===== src/rtl/core/sse_pkg.sv =====
// ----------------------------------------------------------------------------
// sse_pkg
// Shared types and constants for the sorted stack engine.
// ----------------------------------------------------------------------------
package sse_pkg;

   localparam int STACK_DEPTH = 64;
   localparam int DATA_W      = 32;
   localparam int POS_W       = 7;

   typedef logic signed [DATA_W-1:0] word_type;

   typedef enum logic [1:0] {
      CMD_PUSH   = 2'd0,
      CMD_POP    = 2'd1,
      CMD_SORT   = 2'd2,
      CMD_SEARCH = 2'd3
   } cmd_type;

   typedef enum logic [1:0] {
      ST_OK        = 2'd0,
      ST_FULL      = 2'd1,
      ST_EMPTY     = 2'd2,
      ST_NOT_FOUND = 2'd3
   } status_type;

   typedef enum logic [1:0] {
      S_IDLE,
      S_SORT,
      S_SEARCH,
      S_RESP
   } state_type;

   // Per-cycle command broadcast to every cell of the chain
   typedef struct packed {
      logic push;        // shift toward the far end, operand enters cell 0
      logic pop;         // shift toward cell 0
      logic sort;        // one odd-even transposition phase
      logic phase_odd;   // which neighbor pairs compare this phase
      logic load_flags;  // latch key-vs-entry compare flags
   } cell_ctl_type;

endpackage


===== src/rtl/core/sse_ctrl.sv =====
// ----------------------------------------------------------------------------
// sse_ctrl
// Command sequencer: fill count, sort phases, binary search walk, result.
// ----------------------------------------------------------------------------
module sse_ctrl #(
   parameter int DEPTH = sse_pkg::STACK_DEPTH,
   parameter int CW    = $clog2(DEPTH + 1),
   parameter int IW    = $clog2(DEPTH)
) (
   input  logic                  clock,
   input  logic                  reset,
   input  logic                  req_fire,
   input  sse_pkg::cmd_type      command,
   input  sse_pkg::word_type     top_value,
   input  logic [DEPTH-1:0]      key_lt,
   input  logic [DEPTH-1:0]      key_gt,
   input  logic                  rsp_slot_free,
   output logic                  req_ready,
   output sse_pkg::cell_ctl_type ctl,
   output logic [CW-1:0]         count,
   output logic                  rsp_load,
   output sse_pkg::status_type   rsp_status,
   output sse_pkg::word_type     rsp_data,
   output logic [CW-1:0]         rsp_pos
);

   sse_pkg::state_type  state_ff, state_in;
   logic [CW-1:0]       count_ff, count_in;
   logic [CW-1:0]       phase_ff, phase_in;
   logic [CW-1:0]       low_ff, low_in;
   logic [CW-1:0]       hi_ff, hi_in;       // one past the upper search bound
   logic [CW-1:0]       pos_ff, pos_in;
   sse_pkg::status_type status_ff, status_in;
   sse_pkg::word_type   data_ff, data_in;
   logic                saved_ff, saved_in;  // data_ff holds a popped value

   logic [CW:0]         mid_sum;
   logic [CW-1:0]       mid;
   logic [CW-1:0]       tgt_full;
   logic [IW-1:0]       tgt;
   logic                probe_lt, probe_gt;

   // probe index (low + high) / 2, mapped from bottom position to cell number
   assign mid_sum  = {1'b0, low_ff} + {1'b0, hi_ff} - 1'b1;
   assign mid      = mid_sum[CW:1];
   assign tgt_full = count_ff - CW'(1) - mid;
   assign tgt      = tgt_full[IW-1:0];
   assign probe_lt = key_lt[tgt];
   assign probe_gt = key_gt[tgt];

   // next state and outputs
   always_comb begin
      state_in  = state_ff;
      count_in  = count_ff;
      phase_in  = phase_ff;
      low_in    = low_ff;
      hi_in     = hi_ff;
      pos_in    = pos_ff;
      status_in = status_ff;
      data_in   = data_ff;
      saved_in  = saved_ff;
      ctl       = '0;
      req_ready = 1'b0;
      rsp_load  = 1'b0;
      unique case (state_ff)
         sse_pkg::S_IDLE: begin
            req_ready = 1'b1;
            if (req_fire) begin
               pos_in    = '0;
               saved_in  = 1'b0;
               status_in = sse_pkg::ST_OK;
               state_in  = sse_pkg::S_RESP;
               unique case (command)
                  sse_pkg::CMD_PUSH: begin
                     if (count_ff == CW'(DEPTH)) begin
                        status_in = sse_pkg::ST_FULL;
                     end else begin
                        ctl.push = 1'b1;
                        count_in = count_ff + CW'(1);
                     end
                  end
                  sse_pkg::CMD_POP: begin
                     if (count_ff == '0) begin
                        status_in = sse_pkg::ST_EMPTY;
                     end else begin
                        ctl.pop  = 1'b1;
                        data_in  = top_value;
                        saved_in = 1'b1;
                        count_in = count_ff - CW'(1);
                     end
                  end
                  sse_pkg::CMD_SORT: begin
                     if (count_ff == '0) begin
                        status_in = sse_pkg::ST_EMPTY;
                     end else begin
                        phase_in = '0;
                        state_in = sse_pkg::S_SORT;
                     end
                  end
                  sse_pkg::CMD_SEARCH: begin
                     if (count_ff == '0) begin
                        status_in = sse_pkg::ST_EMPTY;
                     end else begin
                        ctl.load_flags = 1'b1;
                        low_in   = '0;
                        hi_in    = count_ff;
                        state_in = sse_pkg::S_SEARCH;
                     end
                  end
                  default: begin
                     state_in = sse_pkg::S_RESP;
                  end
               endcase
            end
         end
         sse_pkg::S_SORT: begin
            // count phases of odd-even transposition leave the entries ordered
            ctl.sort      = 1'b1;
            ctl.phase_odd = phase_ff[0];
            phase_in      = phase_ff + CW'(1);
            if (phase_ff == count_ff - CW'(1)) begin
               state_in = sse_pkg::S_RESP;
            end
         end
         sse_pkg::S_SEARCH: begin
            if (hi_ff > low_ff) begin
               if (probe_lt) begin
                  hi_in = mid;
               end else if (probe_gt) begin
                  low_in = mid + CW'(1);
               end else begin
                  pos_in   = mid + CW'(1);
                  state_in = sse_pkg::S_RESP;
               end
            end else begin
               status_in = sse_pkg::ST_NOT_FOUND;
               state_in  = sse_pkg::S_RESP;
            end
         end
         sse_pkg::S_RESP: begin
            rsp_load = rsp_slot_free;
            if (rsp_slot_free) begin
               state_in = sse_pkg::S_IDLE;
            end
         end
         default: begin
            state_in = sse_pkg::S_IDLE;
         end
      endcase
   end

   // control registers
   always_ff @(posedge clock) begin
      if (reset) begin
         state_ff <= sse_pkg::S_IDLE;
         count_ff <= '0;
      end else begin
         state_ff <= state_in;
         count_ff <= count_in;
      end
   end

   // working registers
   always_ff @(posedge clock) begin
      phase_ff  <= phase_in;
      low_ff    <= low_in;
      hi_ff     <= hi_in;
      pos_ff    <= pos_in;
      status_ff <= status_in;
      data_ff   <= data_in;
      saved_ff  <= saved_in;
   end

   assign count      = count_ff;
   assign rsp_status = status_ff;
   assign rsp_pos    = pos_ff;
   assign rsp_data   = saved_ff ? data_ff : ((count_ff == '0) ? '0 : top_value);

endmodule


===== config.mk =====
export PLATFORM = sky130hd
export DESIGN_NAME = sse_ctrl
export DESIGN_NICKNAME = d
export VERILOG_FILES = /design/src/rtl/core/sse_pkg.sv /design/src/rtl/core/sse_ctrl.sv
export SDC_FILE = /design/constraint.sdc
export NUM_CORES = 1
export LEC_CHECK = 0
export BUFFER_PORTS_ARGS = -buffer_cell sky130_fd_sc_hd__buf_4
export CORE_MARGIN = 4
export CORE_UTILIZATION = 45
export CTS_CLUSTER_SIZE = 24
export DETAILED_ROUTE_END_ITERATION = 6
export PLACE_DENSITY = 0.77
export SYNTH_ARGS = -nofsm -noshare
export SYNTH_HDL_FRONTEND = slang
export SYNTH_SLANG_ARGS = --single-unit

===== constraint.sdc =====
create_clock -name clock -period 4.6 [get_ports clock]
set_clock_uncertainty 0.05 [all_clocks]
set_input_delay 1.15 -clock clock [delete_from_list [all_inputs] [get_ports clock]]
set_output_delay 1.15 -clock clock [all_outputs]
set_load 0.05 [all_outputs]

======== Word level (Yosys, flattened, before mapping) ========
Index checks and enable logic that the tools add are counted.
operators by class
  add/sub/neg operators ................... 7
  magnitude comparators ................... 2
  equality and inequality tests ........... 24
  muxes and demuxes ....................... 58
  bitwise logic cells ..................... 1
  reduce and logical (&&, ||, !) cells .... 16
operators with widths
  kind                 number
  $mux 7               19
  $pmux 7 s2           5
  $mux 32              2
  $mux 2               13
  $ne 2x2->1 const B   12
  $add 7x1->7 const B  3
  $reduce_and 5->1     3
  $mux 1               13
  $bmux 1 s6           2
  $pmux 2 s2           3
  $add 7x7->8          1
  $eq 2x2->1 const B   4
  $pmux 2 s4           1
  $reduce_and 4->1     2
  $sub 8x1->8 const B  1
  $eq 7x7->1           1
  $eq 7x7->1 const B   1
  $gt 7x7->1           1
  $logic_not 7->1      1
  $lt 6x7->1 const B   1
  $reduce_and 7->1     1
  $sub 7x1->7 const B  1
  $ne 3x3->1 const B   2
  $reduce_and 6->1     1
  other kinds (9)      14
word-level totals
  register bits ........................... 72
  input port bits ......................... 166
  output and inout bits ................... 55
  word-level logic and storage cells ...... 117

======== Logic depth before layout (Yosys ltp) ========
  depth in word-level cells ............... 9
  mapped depth ............................ 17
  mapped depth without buffers ............ 17

======== Least setup slack after synthesis ========
Ideal clock, no wire load.
  path type ............................... register -> output
  start ................................... register count_ff[0], in the netlist count[0]
  end ..................................... output port ctl[4] in the netlist's numbering
  arrival ................................. 3.793 ns
  required time ........................... 3.400 ns
  slack ................................... -0.393 ns
  cell stages (with the launch flop) ...... 5
  buffers on the path ..................... 0
  cells stage by stage .................... dfxtp_1 -> inv_1 -> ha_1 -> and2_1 -> a2111oi_0
RTL lines
  element                 RTL line         RTL
  from (decl)             sse_ctrl.sv:28   logic [CW-1:0] count_ff, count_in;
  from (signal assigned)  sse_ctrl.sv:159  count_ff <= count_in;
  to (decl)               sse_ctrl.sv:19   output sse_pkg::cell_ctl_type ctl,

======== Final worst setup path ========
  start ................................... register hi_ff[1]
  end ..................................... register pos_ff[0], in the netlist rsp_pos[0], enable pin
on the way
  word-level cells in the longest chain between the ends .. 7
  elaborated cells between the ends (all ways) .. 12
  those cells by class .................... add/sub (3); order compare (1); eq/ne (3); mux (4); reduce/logical (1)
ends and longest elaborated chain
  element                                RTL line                        RTL
  from (decl)                            sse_ctrl.sv:31                  logic [CW-1:0] hi_ff, hi_in;
  from (signal assigned)                 sse_ctrl.sv:167                 hi_ff <= hi_in;
  $add 7x7->8                            sse_ctrl.sv:44                  assign mid_sum = {1'b0, low_ff} + {1'b0, hi_ff} - 1'b1;
  $sub 8x1->8                            sse_ctrl.sv:44
  $sub 6x6->6                            sse_ctrl.sv:46                  assign tgt_full = count_ff - CW'(1) - mid;
  $bmux 1 s6, on equally long branches   sse_ctrl.sv:49, sse_ctrl.sv:48
  $mux 1, on equally long branches       sse_ctrl.sv:49, sse_ctrl.sv:48
  $ne 2x2->1 (no source line)            n/a
  $reduce_and 5->1 (no source line) (*)  n/a
  to (signal assigned)                   sse_ctrl.sv:168                 pos_ff <= pos_in;
  to (decl)                              sse_ctrl.sv:32                  logic [CW-1:0] pos_ff, pos_in;
Mark *: on every way between the ends. The rest lies on a longest branch, timed or not. The select of a mux whose other input is x is not followed.
A chain may end at the register's enable or synchronous reset.

==> results.yml <==
outcome:
  status: "finished clean"
yosys:
  synth_area_mm2: 0.00575
  synth_ff_type: "edfxtp_1"
  synth.distinct_cells: 57
  syn_area_per_cell_um2: 9.14
  async_flop_share: 0
  ys_ff_latch: 72
  synth_edf_count: 63
  syn_inst: 629
  synth_seq_area_share: 0.360
  yosys_warnings: 0
  synthTopCellsByArea: "edfxtp_1, mux2i_1, ha_1"
  synth_top_cell_area_share: 0.329
  synth_area_leader_cell: "edfxtp_1"
  synth_nets: 831
hold_path:
  hold_end: "state_ff[0]"
  hp-start: "state_ff[0]"
  min_delay_path_depth: 2
  hold_path.class: "register to register"
timing:
  slew_headroom: 0.258
  slew_violations: 0
  fin_crit_ps: 4570
  min_period_over_period: 0.993
  setup_tns_ps: 0
  setup_slack_ps: 31.1
  setup_viol: 0
  fmax_mhz: 219
  hold_viol: 0
  rsz0062_at_grt: "true"
  tightest_slew_ps: 1110
routing:
  viasPerCell: 5.41
  drc: 0
  wirelength_mm: 18.3
  via_count: 5655
  ant_nets: 0
  wl_per_cell_um: 17.5
  drtPass1Iterations: 5
  drt_iter0_drc: 351
final_layout:
  drive_gt1_frac: 0.395
  finalNonFillerCells: 1045
  final_common_cell: "buf_4"
  final_nets: 1071
  diodes: 0
  fin_area_mm2: 0.00855
  area_growth_pct: 48.8
  mostFrequentLayoutCells: "buf_4, nand2_1, edfxtp_1"
die:
  io_pins: 221
  core-area_mm2: 0.0126
  die_w_um: 121
  rows: 41
  die_h_um: 121
  die-area_mm2: 0.0146
  start_util: 0.457
clock_network:
  ctsHtreeMaxLevel: 3
  cts.clk_slew.worst_paths_ps: 60
  cts_buffers: 9
  clockRootBuffer: "clkbuf_16"
  worstSkewPairLatency_ps: 330
  cts_tree: "built"
  cts_sinks: 72
  clock_path_buffers: 2
placed_design:
  dpl_cell_area_mm2: 0.00777
  portBuffers: 220
  hpwl_mm: 13.6
  post-place-cells: 1015
  routabilityCongestion: 0.904
  pre_cts_ws_ps: -277
worst_setup_path:
  path_class: "register to register"
  crit_arrival_ps: 4560
  path_max_fanout: 11
  reg2regPathDepth: 18
  r2r_end: "rsp_pos[0]"
  cp.required_ps: 4590
  rr_startpoint: "hi_ff[1]"
  end_kind: "register"
  rrSetupSlack_ps: 30
  critPathLaunchType: "register"
global_route:
  gr-total-overflow: 0
  antenna_found_initial: 0
  grt_pass1_wl_mm: 27.0
  grt_usage: 0.228
  grt_max_degree: 65
  first_global_vias: 5614
job:
  cap_violations: 0
[sequential cells by signal, indices dropped and copies added, names as in the netlist]
register and flops:
count 7, data_ff 32, hi_ff 7, low_ff 7, phase_ff 7, rsp_pos 7
rsp_status 2, saved_ff 1, state_ff 2
[synthesized netlist by cell type, drive strengths merged, types with 2 or more instances]
master,instances
and2,11
xnor2,21
mux2i,45
edfxtp,63
nor3,3
ha,34
o21ai,41
nand4,2
xor2,17
clkbuf,29
a21oi,14
dfxtp,9
a211oi,3
a21boi,3
nand3,9
nand2,82
o22ai,2
a2111oi,33
and3,36
buf,14
nor2,26
inv,44
nor4,18
a21o,2
nor2b,34
mux2,7
fa,2
o21bai,4
nand2b,5
[cell families after synthesis]
| kind of cell | after synthesis | share of synthesized area |
|---|---|---|
| AND/OR/NAND/NOR | 231 | 0.205 |
| AO/OA/AOI/OAI | 113 | 0.137 |
| buffers and inverters | 87 | 0.0629 |
| flip-flops | 72 | 0.360 |
| multiplexers | 52 | 0.0921 |
| XOR/XNOR | 38 | 0.0618 |
| adder cells (fa/ha/maj) | 36 | 0.0810 |
[how the worst max path moves through the flow]
stage	start	endpoint	slack [ps]	depth (start not counted)
6_report	hi_ff[1]	rsp_pos[0]	30	18
5_1_grt	low_ff[1]	rsp_pos[0]	-120	19
4_1_cts	low_ff[1]	hi_ff[3]	40	16
3_5_place_dp	low_ff[1]	hi_ff[3]	-280	15
3_3_place_gp	hi_ff[1]	hi_ff[5]	-70	14
2_1_floorplan	count[0]	ctl[4]	270	4
[stage by stage]
step	utilization	hold slack [ps]
after detailed placement	0.618	476
after global placement	0.618	446
after floorplan	-	432
after global routing	0.680	546
final	0.680	531
after CTS	0.647	530
[metal layers]
metal  GRT usage  part of all wire
met1       0.271              0.40
met2       0.415              0.52
met3      0.0340             0.053
met4      0.0807             0.028
met5           0                 0
[final cells by class]
type                    instances  area, µm²
repair buffers                271       2170
clock inverters                 6       85.1
well taps                     172        215
clock buffers                   9        225
multi-input cells             471       3620
flip-flops and latches         72       2070
inverters                      44        165
fillers                       958       4020
[critical path: stages, from the launching register on]
cell	delay, ps
edfxtp_1	360
inv_2	60
ha_4	280
inv_2	40
ha_4	160
fa_2	480
fa_4	900
buf_6	130
buf_6	120
buf_16	130
nor2b_1	50
a2111oi_1	430
nor4_2	100
mux2i_1	150
mux2_2	210
nand3_2	100
a21bo_1	210
a21oi_1	150
buf_4	180
[what timing repair did]
item | in CTS | in global routing
hold buffers | 0 | 0
gates cloned | 1 | 4
gates resized for setup | 7 | 69
endpoints found under the setup margin | 23 | 23
buffers inserted | 0 | 10
pin swaps | 1 | 7
Power is left out: the tool's default activity adds up to more than one toggle a clock period on the data nets, which glitch-free logic cannot reach.
