[src/rtl/core/sse_pkg.sv]
// ----------------------------------------------------------------------------
// sse_pkg
// Shared types and constants for the sorted stack engine.
// ----------------------------------------------------------------------------
package sse_pkg;

   localparam int STACK_DEPTH = 64;
   localparam int DATA_W      = 32;
   localparam int POS_W       = 7;

   typedef logic signed [DATA_W-1:0] word_type;

   typedef enum logic [1:0] {
      CMD_PUSH   = 2'd0,
      CMD_POP    = 2'd1,
      CMD_SORT   = 2'd2,
      CMD_SEARCH = 2'd3
   } cmd_type;

   typedef enum logic [1:0] {
      ST_OK        = 2'd0,
      ST_FULL      = 2'd1,
      ST_EMPTY     = 2'd2,
      ST_NOT_FOUND = 2'd3
   } status_type;

   typedef enum logic [1:0] {
      S_IDLE,
      S_SORT,
      S_SEARCH,
      S_RESP
   } state_type;

   // Per-cycle command broadcast to every cell of the chain
   typedef struct packed {
      logic push;        // shift toward the far end, operand enters cell 0
      logic pop;         // shift toward cell 0
      logic sort;        // one odd-even transposition phase
      logic phase_odd;   // which neighbor pairs compare this phase
      logic load_flags;  // latch key-vs-entry compare flags
   } cell_ctl_type;

endpackage

[src/rtl/core/sse_cell.sv]
// ----------------------------------------------------------------------------
// sse_cell
// One stack slot. Cell 0 holds the top entry; deeper entries sit further out.
// ----------------------------------------------------------------------------
module sse_cell #(
   parameter int INDEX = 0,
   parameter int CW    = 7
) (
   input  logic                 clock,
   input  sse_pkg::cell_ctl_type ctl,
   input  logic [CW-1:0]        count,
   input  sse_pkg::word_type    key,
   input  sse_pkg::word_type    left_value,   // neighbor nearer the top
   input  sse_pkg::word_type    right_value,  // neighbor nearer the bottom
   input  logic                 right_swap,   // right neighbor wants to swap with us
   output sse_pkg::word_type    value,
   output logic                 swap_left,    // left neighbor is smaller than us
   output logic                 key_lt,
   output logic                 key_gt
);

   localparam logic [CW-1:0] IDX  = CW'(INDEX);
   localparam logic [CW-1:0] IDX1 = CW'(INDEX + 1);
   localparam logic          ODD  = 1'(INDEX % 2);

   sse_pkg::word_type value_ff, value_in;
   logic              lt_ff, gt_ff;

   // pair wants a swap when the entry nearer the top is the smaller one
   assign swap_left = (left_value < value_ff);

   // next entry value
   always_comb begin
      value_in = value_ff;
      if (ctl.push) begin
         value_in = left_value;
      end else if (ctl.pop) begin
         value_in = right_value;
      end else if (ctl.sort) begin
         if (ODD == ctl.phase_odd) begin
            // left member of a pair: partner is one deeper
            if ((IDX1 < count) && right_swap) begin
               value_in = right_value;
            end
         end else begin
            // right member of a pair: partner is one nearer the top
            if ((INDEX != 0) && (IDX < count) && swap_left) begin
               value_in = left_value;
            end
         end
      end
   end

   always_ff @(posedge clock) begin
      value_ff <= value_in;
      if (ctl.load_flags) begin
         lt_ff <= (key < value_ff);
         gt_ff <= (key > value_ff);
      end
   end

   assign value  = value_ff;
   assign key_lt = lt_ff;
   assign key_gt = gt_ff;

endmodule

[config.mk]
export PLATFORM = sky130hd
export DESIGN_NAME = sse_cell
export DESIGN_NICKNAME = d
export VERILOG_FILES = /design/src/rtl/core/sse_pkg.sv /design/src/rtl/core/sse_cell.sv
export SDC_FILE = /design/constraint.sdc
export NUM_CORES = 1
export LEC_CHECK = 0
export ABC_CLOCK_PERIOD_IN_PS = 6410
export BUFFER_PORTS_ARGS = -buffer_cell sky130_fd_sc_hd__buf_2
export CAP_MARGIN = 20
export CORE_ASPECT_RATIO = 1.75
export CORE_UTILIZATION = 45
export CTS_CLUSTER_SIZE = 16
export DETAILED_ROUTE_END_ITERATION = 10
export MAX_ROUTING_LAYER = met4
export PLACE_DENSITY = 0.79
export SYNTH_ARGS = -nofsm -noshare
export SYNTH_HDL_FRONTEND = slang
export SYNTH_SLANG_ARGS = --single-unit
[constraint.sdc]
create_clock -name clock -period 6.41 [get_ports clock]
set_input_delay 0.3205 -clock clock [delete_from_list [all_inputs] [get_ports clock]]
set_output_delay 0.3205 -clock clock [all_outputs]
set_load 0.02 [all_outputs]
Yosys cells after proc, flatten, opt, wreduce, memory -nomap -nowiden
Cells that the tools add are included.
Widths: inputs -> output; s select.
{ "totals": {"input_bits": 110, "word_cells": 17, "output_inout_bits": 35, "regBits": 34} }
{ "op_classes": {"muxes": 5, "reduce_logical": 4, "n_lt_le_gt_ge": 4, "n_eq_ne": 1} }
{ "op_table": {"columns": ["op", "n"], "rows": [
  ["$mux 32", 5],
  ["$lt 32x32->1", 2],
  ["$gt 32x32->1", 1],
  ["$lt 1x7->1 const A", 1],
  ["$reduce_bool 3->1", 2],
  ["$ne 3x1->1 const B", 1],
  ["$reduce_and 3->1", 1],
  ["$logic_and 1x1->1", 1]
]} }

Logic depth before layout (Yosys ltp)
Gate-level depths: netlist of the first run.
{ "logic_depth": {"word_depth": 7, "ltp_mapped": 8, "depth_no_buf": 8} }

Least setup slack after synthesis of the first run
OpenSTA, ideal clock, no wires.
{ "synth_timing": {"path_kind": "input to register", "start": "input port count[4]", "end": "register value_ff[0], in the netlist value[0] (enable)", "setup_slack_ns": 3.043, "required_ns": 5.940, "arrival_time_ns": 2.897, "cell_stages": 3, "cell_sequence": "or4_1 -> nor3_1 -> o31ai_1"} }
{ "synth_via": {"elab_chain_len": 4} }
{ "synth_lines": {"columns": ["item", "line_no", "source"], "rows": [
  ["from (decl)", "sse_cell.sv:11", "input logic [CW-1:0] count,"],
  ["$lt 1x7->1", "sse_cell.sv:42", "if ((IDX1 < count) && right_swap) begin"],
  ["$logic_and 1x1->1", "sse_cell.sv:42", null],
  ["$reduce_bool 3->1 (no line)", null, null],
  ["$reduce_and 3->1 (no line)", null, null],
  ["to (signal assigned)", "sse_cell.sv:55", "value_ff <= value_in;"],
  ["to (decl)", "sse_cell.sv:26", "sse_pkg::word_type value_ff, value_in;"]
]} }
Every way passes these cells.
A chain may end at the register's enable or synchronous reset.

Final worst setup path of the first run
{ "layout_timing": {"start": "register value_ff[18], in the netlist value[18]", "end": "output port swap_left"} }
{ "layout_via": {"elab_chain_len": 1} }
{ "layout_lines": {"columns": ["item", "line_no", "source"], "rows": [
  ["$lt 32x32->1", "sse_cell.sv:30", "assign swap_left = (left_value < value_ff);"],
  ["to (decl)", "sse_cell.sv:17", "output logic swap_left,"]
]} }
Every way passes these cells.

==> results.toml, run 1 <==
[worst_setup_path]
r2r_slack_ns = 3.97
regToRegEndpoint = "key_gt$_DFFE_PP_"
critPathKind = "flip-flop to output pin"
cp.required_ns = 6.09
crit_arrival_ns = 2.53
crit_start = "value[18]$_DFFE_PP_"
crit_fanout = 3
rr_startpoint = "value[31]$_DFFE_PP_"
reg2reg_depth = 8
cp-start-kind = "flip-flop"
crit_path_end_kind = "output pin"

[clock_tree]
cts-hold-fix-buffers = 0
post_cts_buffers = 0
h-tree-depth = 2
cts_sinks = 34
clock_latency_ns = 0.30
clk_path_buf_depth = 2
clk_pin_slew_ns = 0.07
root_buffer = "clkbuf_8"
cts_buffers = 5
ctsResizeCount = 0
tritoncts = "built"

[yosys]
synth_area_leader_cell = "edfxtp_1"
yosysSeqAreaShare_pct = 34.8
synth_area_mm2 = 0.00293
async_flop_share_pct = 0
synth-seq-cells = 34
synthCells = 269
ys_warn_count = 0
syn_nets = 442
synth_area_leaders = "edfxtp_1 (35%), ha_1 (27%), mux2_1 (9.6%), inv_1 (4.6%), a21oi_1 (3.1%)"
synth-main-ff-cell = "edfxtp_1"
synth_cell_types = 38
yosysTopAreaCellShare_pct = 34.8
synth_edf_count = 34
syn_area_per_cell_um2 = 10.9

[timing]
hold_viol = 0
maxSlewViolCount = 0
setup_viol_count_final = 0
rsz0062_at_grt = "no"
finalCriticalPeriod_ns = 2.85
whs_ns = 0.234
worst_pin_slew_ns = 0.795
slew_headroom_pct = 47.0
fin_skew_ns = 0.00276
setup_tns_ns = 0
period_share_pct = 44.4
clock.fmax_mhz = 351

[hold_path]
hp-class = "input pin to flip-flop"
hold_depth = 1
min-delay-start = "ctl[0]"
hold_end = "key_gt$_DFFE_PP_"

[final_layout]
drive_above_1_share_pct = 38.8
syn2layout_area_growth_pct = 30.8
fillCellCount = 530
fin_nets = 589
antennaDiodeCount = 0

[power_and_ir_drop]
power.share.switching_pct = 35.3
seq_power_share_pct = 39.7
power_density_mw_per_mm2 = 189
clkPwrFrac_pct = 22.3
leakage_nw = 1.99
p_sw_mw = 0.256
pwr-share-comb_pct = 38.0
ir_worst_vdd_uv = 174
internal_power_mw = 0.470

[floorplan]
fp-row-count = 38
start_util_pct = 47.1
top_level_ports = 145
die_w_um = 63.0
die_y_um = 109
design.core.area_mm2 = 0.00623
die_area_mm2 = 0.00686

[routing]
route.vias.total = 2627
drt_iter0_markers = 85
viasPerCell = 5.29
drc = 0
first_pass_iters = 4
wl_um = 7600
drtAntennaViolNets = 0
routedWlPerCell_um = 15.3

[placed_design]
portBuffers = 143
hpwl_um = 6310
place_congestion = 0.747

[global_route]
antenna_found_initial = 0
grt.total_usage_pct = 23.0
first_global_vias = 2730
grt_max_degree = 34
globalRouteOverflowTotal = 0
grt_pass1_wl_um = 11600

[flow_run]
drv_cap = 0

[run_status]
status = "finished clean"
worst max-delay path, cell delays in order, from the launching register on:
cell and delay [ns]:
edfxtp_1 0.40, inv_1 0.10, ha_1 0.26, a41oi_1 0.20
o21ai_1 0.12, a221oi_1 0.30, o31ai_1 0.13, or3b_1 0.39
o22ai_1 0.13, buf_2 0.20
worst max-delay path by stage:
stage	end	depth (start not counted)
2_1_floorplan	value[0]$_DFFE_PP_	3
3_3_place_gp	swap_left	9
3_5_place_dp	swap_left	9
4_1_cts	swap_left	9
5_1_grt	swap_left	9
6_report	swap_left	9
cells in the final DEF, fill, tap and decap left out, drive strengths merged, types with 2 or more instances in the layout:
cell type and count:
o21ai 9, nor4 2, edfxtp 34, and4 2
o31ai 2, a41oi 2, a21oi 18, a21o 8
clkbuf 6, a31oi 2, nand2b 2, nand2 12
a221oi 5, o21a 2, mux2 32, buf 144
nor2 5, nand3 4, or4 2, nor2b 2
ha 63, inv 36, clkinv 2, nand4 9
nor3 4
final cells by class:
type | count | area, µm² | share of cell area [%]
Sequential cell | 34 | 1020 | 26.6
Timing Repair Buffer | 144 | 723 | 18.8
Inverter | 36 | 135 | 3.52
Clock buffer | 6 | 72.6 | 1.89
Multi-Input combinational cell | 195 | 1780 | 46.3
Tap cell | 80 | 100 | 2.61
Clock inverter | 2 | 8.76 | 0.228
cells in the mapped netlist (3+ instances only):
| library cell | n |
|---|---|
| mux2_2 | 7 |
| ha_1 | 63 |
| nand3_1 | 4 |
| inv_1 | 36 |
| nand4_1 | 9 |
| edfxtp_1 | 34 |
| nand2_1 | 12 |
| nor3_1 | 4 |
| o21ai_0 | 7 |
| mux2_1 | 25 |
| a21oi_1 | 18 |
| clkbuf_1 | 3 |
| nor2_1 | 5 |
| a21o_1 | 8 |
| a221oi_1 | 5 |
metal layers:
| layer | wire [µm] | vias up | track usage, % |
|---|---|---|---|
| li1 | - | 1316 | - |
| met1 | 2600 | 1205 | 20.4 |
| met2 | 4540 | 96 | 46.9 |
| met3 | 357 | 10 | 3.45 |
| met4 | 105 | 0 | 9.14 |
| met5 | 0 | - | - |
cell families (layout without fill, tap and decap cells):
logic type / count (synthesis) / after routing / synth area share (%)
adders and majority gates: 63 / 63 / 26.9
AOI/OAI and AO/OA: 52 / 52 / 11.9
muxes: 32 / 32 / 12.3
DFF: 34 / 34 / 34.8
buffers and inverters: 40 / 188 / 5.12
and+or+nand+nor: 48 / 48 / 9.04
power by group through the flow:
| stage | registers [mW] | logic [mW] | clock network (mW) |
|---|---|---|---|
| after CTS | 0.289 | 0.279 | 0.167 |
| after floorplan | 0.328 | 0.138 | 0 |
| after global placement | 0.292 | 0.267 | 0 |
| after global routing | 0.292 | 0.309 | 0.172 |
| after detailed placement | 0.293 | 0.277 | 0 |
| final | 0.288 | 0.276 | 0.162 |
state kept, by name (all words and copies together) (netlist names):
register,count
key_gt,1
key_lt,1
value,32
metrics by stage:
step	util (%)	setup WS, ns	power [mW]	area [µm²]	std cells
6_report	61.6	3.56	0.726	3840	497
5_1_grt	61.6	3.39	0.774	3840	497
4_1_cts	61.6	3.55	0.734	3840	497
3_5_place_dp	60.3	3.90	0.571	3760	489
3_3_place_gp	60.3	3.96	0.559	3760	489
2_1_floorplan	-	3.04	0.466	2930	269
No activity file was read; power rests on OpenSTA's default activity.
==> run 2, diff against run 1 <==
--- a/config.mk
+++ b/config.mk
@@ -5,7 +5,8 @@
 export SDC_FILE = /design/constraint.sdc
 export NUM_CORES = 1
 export LEC_CHECK = 0
-export ABC_CLOCK_PERIOD_IN_PS = 6410
+export ABC_AREA = 1
+export ABC_CLOCK_PERIOD_IN_PS = 2940
 export BUFFER_PORTS_ARGS = -buffer_cell sky130_fd_sc_hd__buf_2
 export CAP_MARGIN = 20
 export CORE_ASPECT_RATIO = 1.75
@@ -13,7 +14,7 @@
 export CTS_CLUSTER_SIZE = 16
 export DETAILED_ROUTE_END_ITERATION = 10
 export MAX_ROUTING_LAYER = met4
-export PLACE_DENSITY = 0.79
+export PLACE_DENSITY = 0.78
 export SYNTH_ARGS = -nofsm -noshare
 export SYNTH_HDL_FRONTEND = slang
 export SYNTH_SLANG_ARGS = --single-unit
==> constraint.sdc (replaced) <==
create_clock -name clock -period 2.94 [get_ports clock]
set_input_delay 0.147 -clock clock [delete_from_list [all_inputs] [get_ports clock]]
set_output_delay 0.147 -clock clock [all_outputs]
set_load 0.02 [all_outputs]
==> results.toml, run 2 <==
[routing]
viasPerCell = 4.90
wl_um = 7870
drc = 0
drt_iter0_markers = 108
first_pass_iters = 4
drtAntennaViolNets = 0
route.vias.total = 3050
routedWlPerCell_um = 12.7

[timing]
whs_ns = 0.0909
setup_viol_count_final = 0
rsz0062_at_grt = "no"
clock.fmax_mhz = 474
finalCriticalPeriod_ns = 2.11
slew_headroom_pct = 57.2
maxSlewViolCount = 0
layout_setup_ws_ns = 0.832
setup_tns_ns = 0
worst_pin_slew_ns = 0.641
fin_skew_ns = 0.00472
period_share_pct = 71.7
hold_viol = 0

[worst_setup_path]
cp.required_ns = 2.79
crit_slowest_cell = "edfxtp_1"
cpMostUsedCell = "nand2_1"
worst_path_largest_cell_delay_ns = 0.37
crit_arrival_ns = 1.96
crit_start = "value[5]$_DFFE_PP_"
critPathKind = "flip-flop to output pin"
rr_startpoint = "value[31]$_DFFE_PP_"
r2r_slack_ns = 1.10
cp-start-kind = "flip-flop"
reg2reg_depth = 11
crit_chain = "inv_1 > ha_1 > a21oi_1 > nor2_1 > nor3_1 > nand2_1 > nand2_1 > nand2_1 > nand2_1 > nand2_1 > nand2_1 > nand2_1 > buf_2"
crit_fanout = 2
crit_path_end_kind = "output pin"
regToRegEndpoint = "key_gt$_DFFE_PP_"

[clock_tree]
ctsResizeCount = 0
clock_latency_ns = 0.28
root_buffer = "clkbuf_16"
tritoncts = "built"
cts_buffers = 5
post_cts_buffers = 0
cts_sinks = 34
clk_path_buf_depth = 2
h-tree-depth = 2
cts-hold-fix-buffers = 0
clk_pin_slew_ns = 0.05

[yosys]
synth_area_leader_cell = "edfxtp_1"
synth_area_leaders = "edfxtp_1 (33%), ha_1 (26%), nand2_1 (20%), inv_1 (5.9%), a21oi_1 (3.9%)"
yosysTopAreaCellShare_pct = 33.5
ys_warn_count = 0
syn_area_per_cell_um2 = 7.72
yosys-top-cells-count = "nand2_1 (159), ha_1 (63), inv_1 (48), edfxtp_1 (34), a21oi_1 (24)"
synth-seq-cells = 34
synthCells = 395
async_flop_share_pct = 0
synth_edf_count = 34
synth-main-ff-cell = "edfxtp_1"
yosysSeqAreaShare_pct = 33.5
synth_cell_types = 23
synth_area_mm2 = 0.00305
synth.most_common_cell = "nand2_1"
syn_nets = 568

[final_layout]
final_util_pct = 61.0
most-common-layout-cells = "nand2_1 (159), buf_2 (143), ha_1 (63), inv_1 (48), edfxtp_1 (34)"
antennaDiodeCount = 0
drive_above_1_share_pct = 30.4
mostFrequentLayoutCell = "nand2_1"
largest_register_ffs = 32
syn2layout_area_growth_pct = 30.8
fin_nets = 713
fin_cells = 622
finalInstanceArea_mm2 = 0.00399

[global_route]
first_global_vias = 3186
grt_max_degree = 34
globalRouteOverflowTotal = 0
grt.total_usage_pct = 24.5
grt_pass1_wl_um = 13000
antenna_found_initial = 0

[power_and_ir_drop]
ir_worst_vdd_uv = 499
p_total_mw = 1.76
leakage_nw = 2.30
power_density_mw_per_mm2 = 441

[hold_path]
hold_depth = 1
hp-class = "input pin to flip-flop"
hold_end = "key_gt$_DFFE_PP_"
min-delay-start = "ctl[0]"

[placed_design]
dp_cells = 615
placedInstanceArea_mm2 = 0.00386
place_congestion = 0.877
hpwl_um = 6590
dp_slack_ns = 1.10
portBuffers = 143

[floorplan]
start_util_pct = 46.7
design.core.area_mm2 = 0.00654
die_area_mm2 = 0.00712
die_w_um = 64.2
die_y_um = 111
top_level_ports = 145
fp-row-count = 39

[run_status]
status = "finished clean"

[flow_run]
drv_cap = 0
==> run 2: kinds of logic after synthesis <==
family	count (synthesis)	share of synthesized area, %
flip-flops	34	33.5
AND/OR/NAND/NOR	204	27.3
AO/OA/AOI/OAI	35	6.15
buffers and inverters	59	7.26
adder cells (fa/ha/maj)	63	25.8
==> run 2: how the worst max path moves through the flow <==
stage / end / slack [ns] / cells after the start
2_1_floorplan: key_gt$_DFFE_PP_ / 1.13 / 11
3_3_place_gp: value[14]$_DFFE_PP_ / 1.14 / 5
3_5_place_dp: swap_left / 1.10 / 13
4_1_cts: swap_left / 0.80 / 13
5_1_grt: swap_left / 0.67 / 13
6_report: swap_left / 0.83 / 13
==> run 2: critical path: cells and delay by family (launching register included) <==
family / cells / cell delay [ns]
and+or+nand+nor: 9 / 0.66
buffers and inverters: 2 / 0.25
DFF: 1 / 0.37
AOI/OAI and AO/OA: 1 / 0.17
adders and majority gates: 1 / 0.25
==> run 2: power by group <==
| part | switching [mW] | total, mW | internal, mW |
|---|---|---|---|
| sequential | 0.0262 | 0.631 | 0.605 |
| clock | 0.184 | 0.493 | 0.309 |
| combinational | 0.383 | 0.636 | 0.253 |
==> run 2: layout make-up <==
cell class / instances / area (µm²)
Clock buffer: 7 / 133
Fill cell: 619 / 2550
Inverter: 52 / 195
Multi-Input combinational cell: 302 / 1810
Sequential cell: 34 / 1020
Tap cell: 82 / 103
Timing Repair Buffer: 145 / 731
==> run 2: routing by layer <==
| layer | global-route usage [%] | vias to the layer above | part of all wire (%) |
|---|---|---|---|
| met3 | 4.32 | 21 | 4.1 |
| met2 | 48.0 | 85 | 58 |
| met1 | 21.4 | 1361 | 35 |
| li1 | - | 1583 | - |
| met4 | 11.1 | 0 | 3.2 |
| met5 | - | - | 0 |
==> run 3, diff against run 2 <==
--- a/config.mk
+++ b/config.mk
@@ -5,8 +5,8 @@
 export SDC_FILE = /design/constraint.sdc
 export NUM_CORES = 1
 export LEC_CHECK = 0
-export ABC_AREA = 1
-export ABC_CLOCK_PERIOD_IN_PS = 2940
+export ABC_AREA = 0
+export ABC_CLOCK_PERIOD_IN_PS = 2000
 export BUFFER_PORTS_ARGS = -buffer_cell sky130_fd_sc_hd__buf_2
 export CAP_MARGIN = 20
 export CORE_ASPECT_RATIO = 1.75
@@ -14,7 +14,7 @@
 export CTS_CLUSTER_SIZE = 16
 export DETAILED_ROUTE_END_ITERATION = 10
 export MAX_ROUTING_LAYER = met4
-export PLACE_DENSITY = 0.78
+export PLACE_DENSITY = 0.79
 export SYNTH_ARGS = -nofsm -noshare
 export SYNTH_HDL_FRONTEND = slang
 export SYNTH_SLANG_ARGS = --single-unit
==> constraint.sdc (replaced) <==
create_clock -name clock -period 2 [get_ports clock]
set_input_delay 0.1 -clock clock [delete_from_list [all_inputs] [get_ports clock]]
set_output_delay 0.1 -clock clock [all_outputs]
set_load 0.02 [all_outputs]
==> results.toml, run 3 (synthesized netlist as in run 1, its figures left out) <==
[run_status]
status = "complete, but fails checks"
failed_checks = "setup timing"

[floorplan]
top_level_ports = 145
die_y_um = 109
design.core.area_mm2 = 0.00623
die_area_mm2 = 0.00686
die_w_um = 63.0
start_util_pct = 47.1
fp-row-count = 38

[clock_tree]
clk_pin_slew_ns = 0.07
clock_latency_ns = 0.29
clk_path_buf_depth = 2
cts_buffers = 5
tritoncts = "built"
cts-hold-fix-buffers = 0
root_buffer = "clkbuf_8"
cts_sinks = 34
h-tree-depth = 2

[timing]
setup_viol_count_final = 3
hold_viol = 0
finalCriticalPeriod_ns = 2.47
clock.fmax_mhz = 405
slew_headroom_pct = 46.6
maxSlewViolCount = 0
layout_setup_ws_ns = -0.470
period_share_pct = 123
fin_skew_ns = 0.00875
rsz0062_at_grt = "yes"
setup_tns_ns = -1.03
whs_ns = 0.0408
worst_pin_slew_ns = 0.801

[worst_setup_path]
crit_path_end_kind = "output pin"
crit_fanout = 4
crit_chain = "inv_2 > ha_4 > nand4_1 > inv_1 > a221oi_2 > o31ai_2 > or3b_4 > o22ai_4 > buf_6"
cp.buffers_inverters = 3
crit_slowest_cell = "edfxtp_1"
endpoint = "swap_left"
cp_num_cells = 9
crit_start = "value[29]$_DFFE_PP_"
rr_startpoint = "value[28]$_DFFE_PP_"
critPathKind = "flip-flop to output pin"
cp-start-kind = "flip-flop"
cpLargestDelayFamily = "simple AND/OR/NAND/NOR gates"
crit_arrival_ns = 2.37
worst_path_largest_cell_delay_ns = 0.42
r2r_slack_ns = -0.32
regToRegEndpoint = "key_gt$_DFFE_PP_"
reg2reg_depth = 9
cp.required_ns = 1.90

[final_layout]
finalInstanceArea_mm2 = 0.00441
drive_above_1_share_pct = 51.6
syn2layout_area_growth_pct = 50.3
fin_nets = 633
seq_area_mm2 = 0.00102
largest_register_ffs = 32
fillCellCount = 462
mostFrequentLayoutCell = "buf_2"
most-common-layout-cells = "buf_2 (142), ha_1 (52), buf_4 (42), edfxtp_1 (34), inv_1 (27)"
multi_input_area_mm2 = 0.00199

[hold_path]
hp-class = "input pin to flip-flop"
min-delay-start = "ctl[0]"

[global_route]
globalRouteOverflowTotal = 0
grt.total_usage_pct = 23.9
grt_max_degree = 33
antenna_found_initial = 1
grt_pass1_wl_um = 12400
first_global_vias = 2927

[routing]
route.vias.total = 2826
drc = 0
routedWlPerCell_um = 15.0
drt_iter0_markers = 85
wl_um = 8120
viasPerCell = 5.21
first_pass_iters = 4
drtAntennaViolNets = 0

[placed_design]
placedInstanceArea_mm2 = 0.00407
dp_slack_ns = -0.301
hpwl_um = 6480
place_congestion = 0.819
portBuffers = 143

[power_and_ir_drop]
leakage_nw = 2.23
power_density_mw_per_mm2 = 585
p_total_mw = 2.58
ir_worst_vdd_uv = 389

[flow_run]
drv_cap = 0
## run 3: final cells by class
cell class / instances / share of cell area, %
Antenna cell: 1 / 0.0567
Clock buffer: 6 / 1.65
Clock inverter: 2 / 0.199
Multi-Input combinational cell: 195 / 45.1
Sequential cell: 34 / 23.1
Timing Repair Buffer: 188 / 24.5
Tap cell: 80 / 2.27
Inverter: 36 / 3.06
## run 3: routing by layer
layer	track usage (%)	part of all wire (%)
met4	13.0	3.5
met3	4.08	4.8
met2	46.1	57
met5	-	0
met1	21.7	34
## run 3: worst min-delay path by stage
stage	cells past startpoint	end
after global placement	1	key_gt$_DFFE_PP_
after global routing	1	key_lt$_DFFE_PP_
final	1	key_lt$_DFFE_PP_
after floorplan	0	key_gt$_DFFE_PP_
after CTS	1	key_lt$_DFFE_PP_
after detailed placement	1	key_lt$_DFFE_PP_
## run 3: timing repair
| action | in CTS | in global routing |
|---|---|---|
| pin swaps | 10 | 5 |
| gates resized for setup | 22 | 8 |
| buffers inserted | 12 | 1 |
| setup endpoints to repair | 3 | 3 |
## run 3: through the flow
step / instances / util (%)
floorplan: 269 / -
CTS: 540 / 69.9
global route: 542 / 70.8
finish: 542 / 70.8
global placement: 520 / 65.3
detailed placement: 520 / 65.3
## run 3: power breakdown
| part | switching, mW | internal, mW | leakage (nW) |
|---|---|---|---|
| clock network | 0.257 | 0.240 | 0.0426 |
| registers | 0.0434 | 0.887 | 0.347 |
| logic | 0.587 | 0.563 | 1.84 |
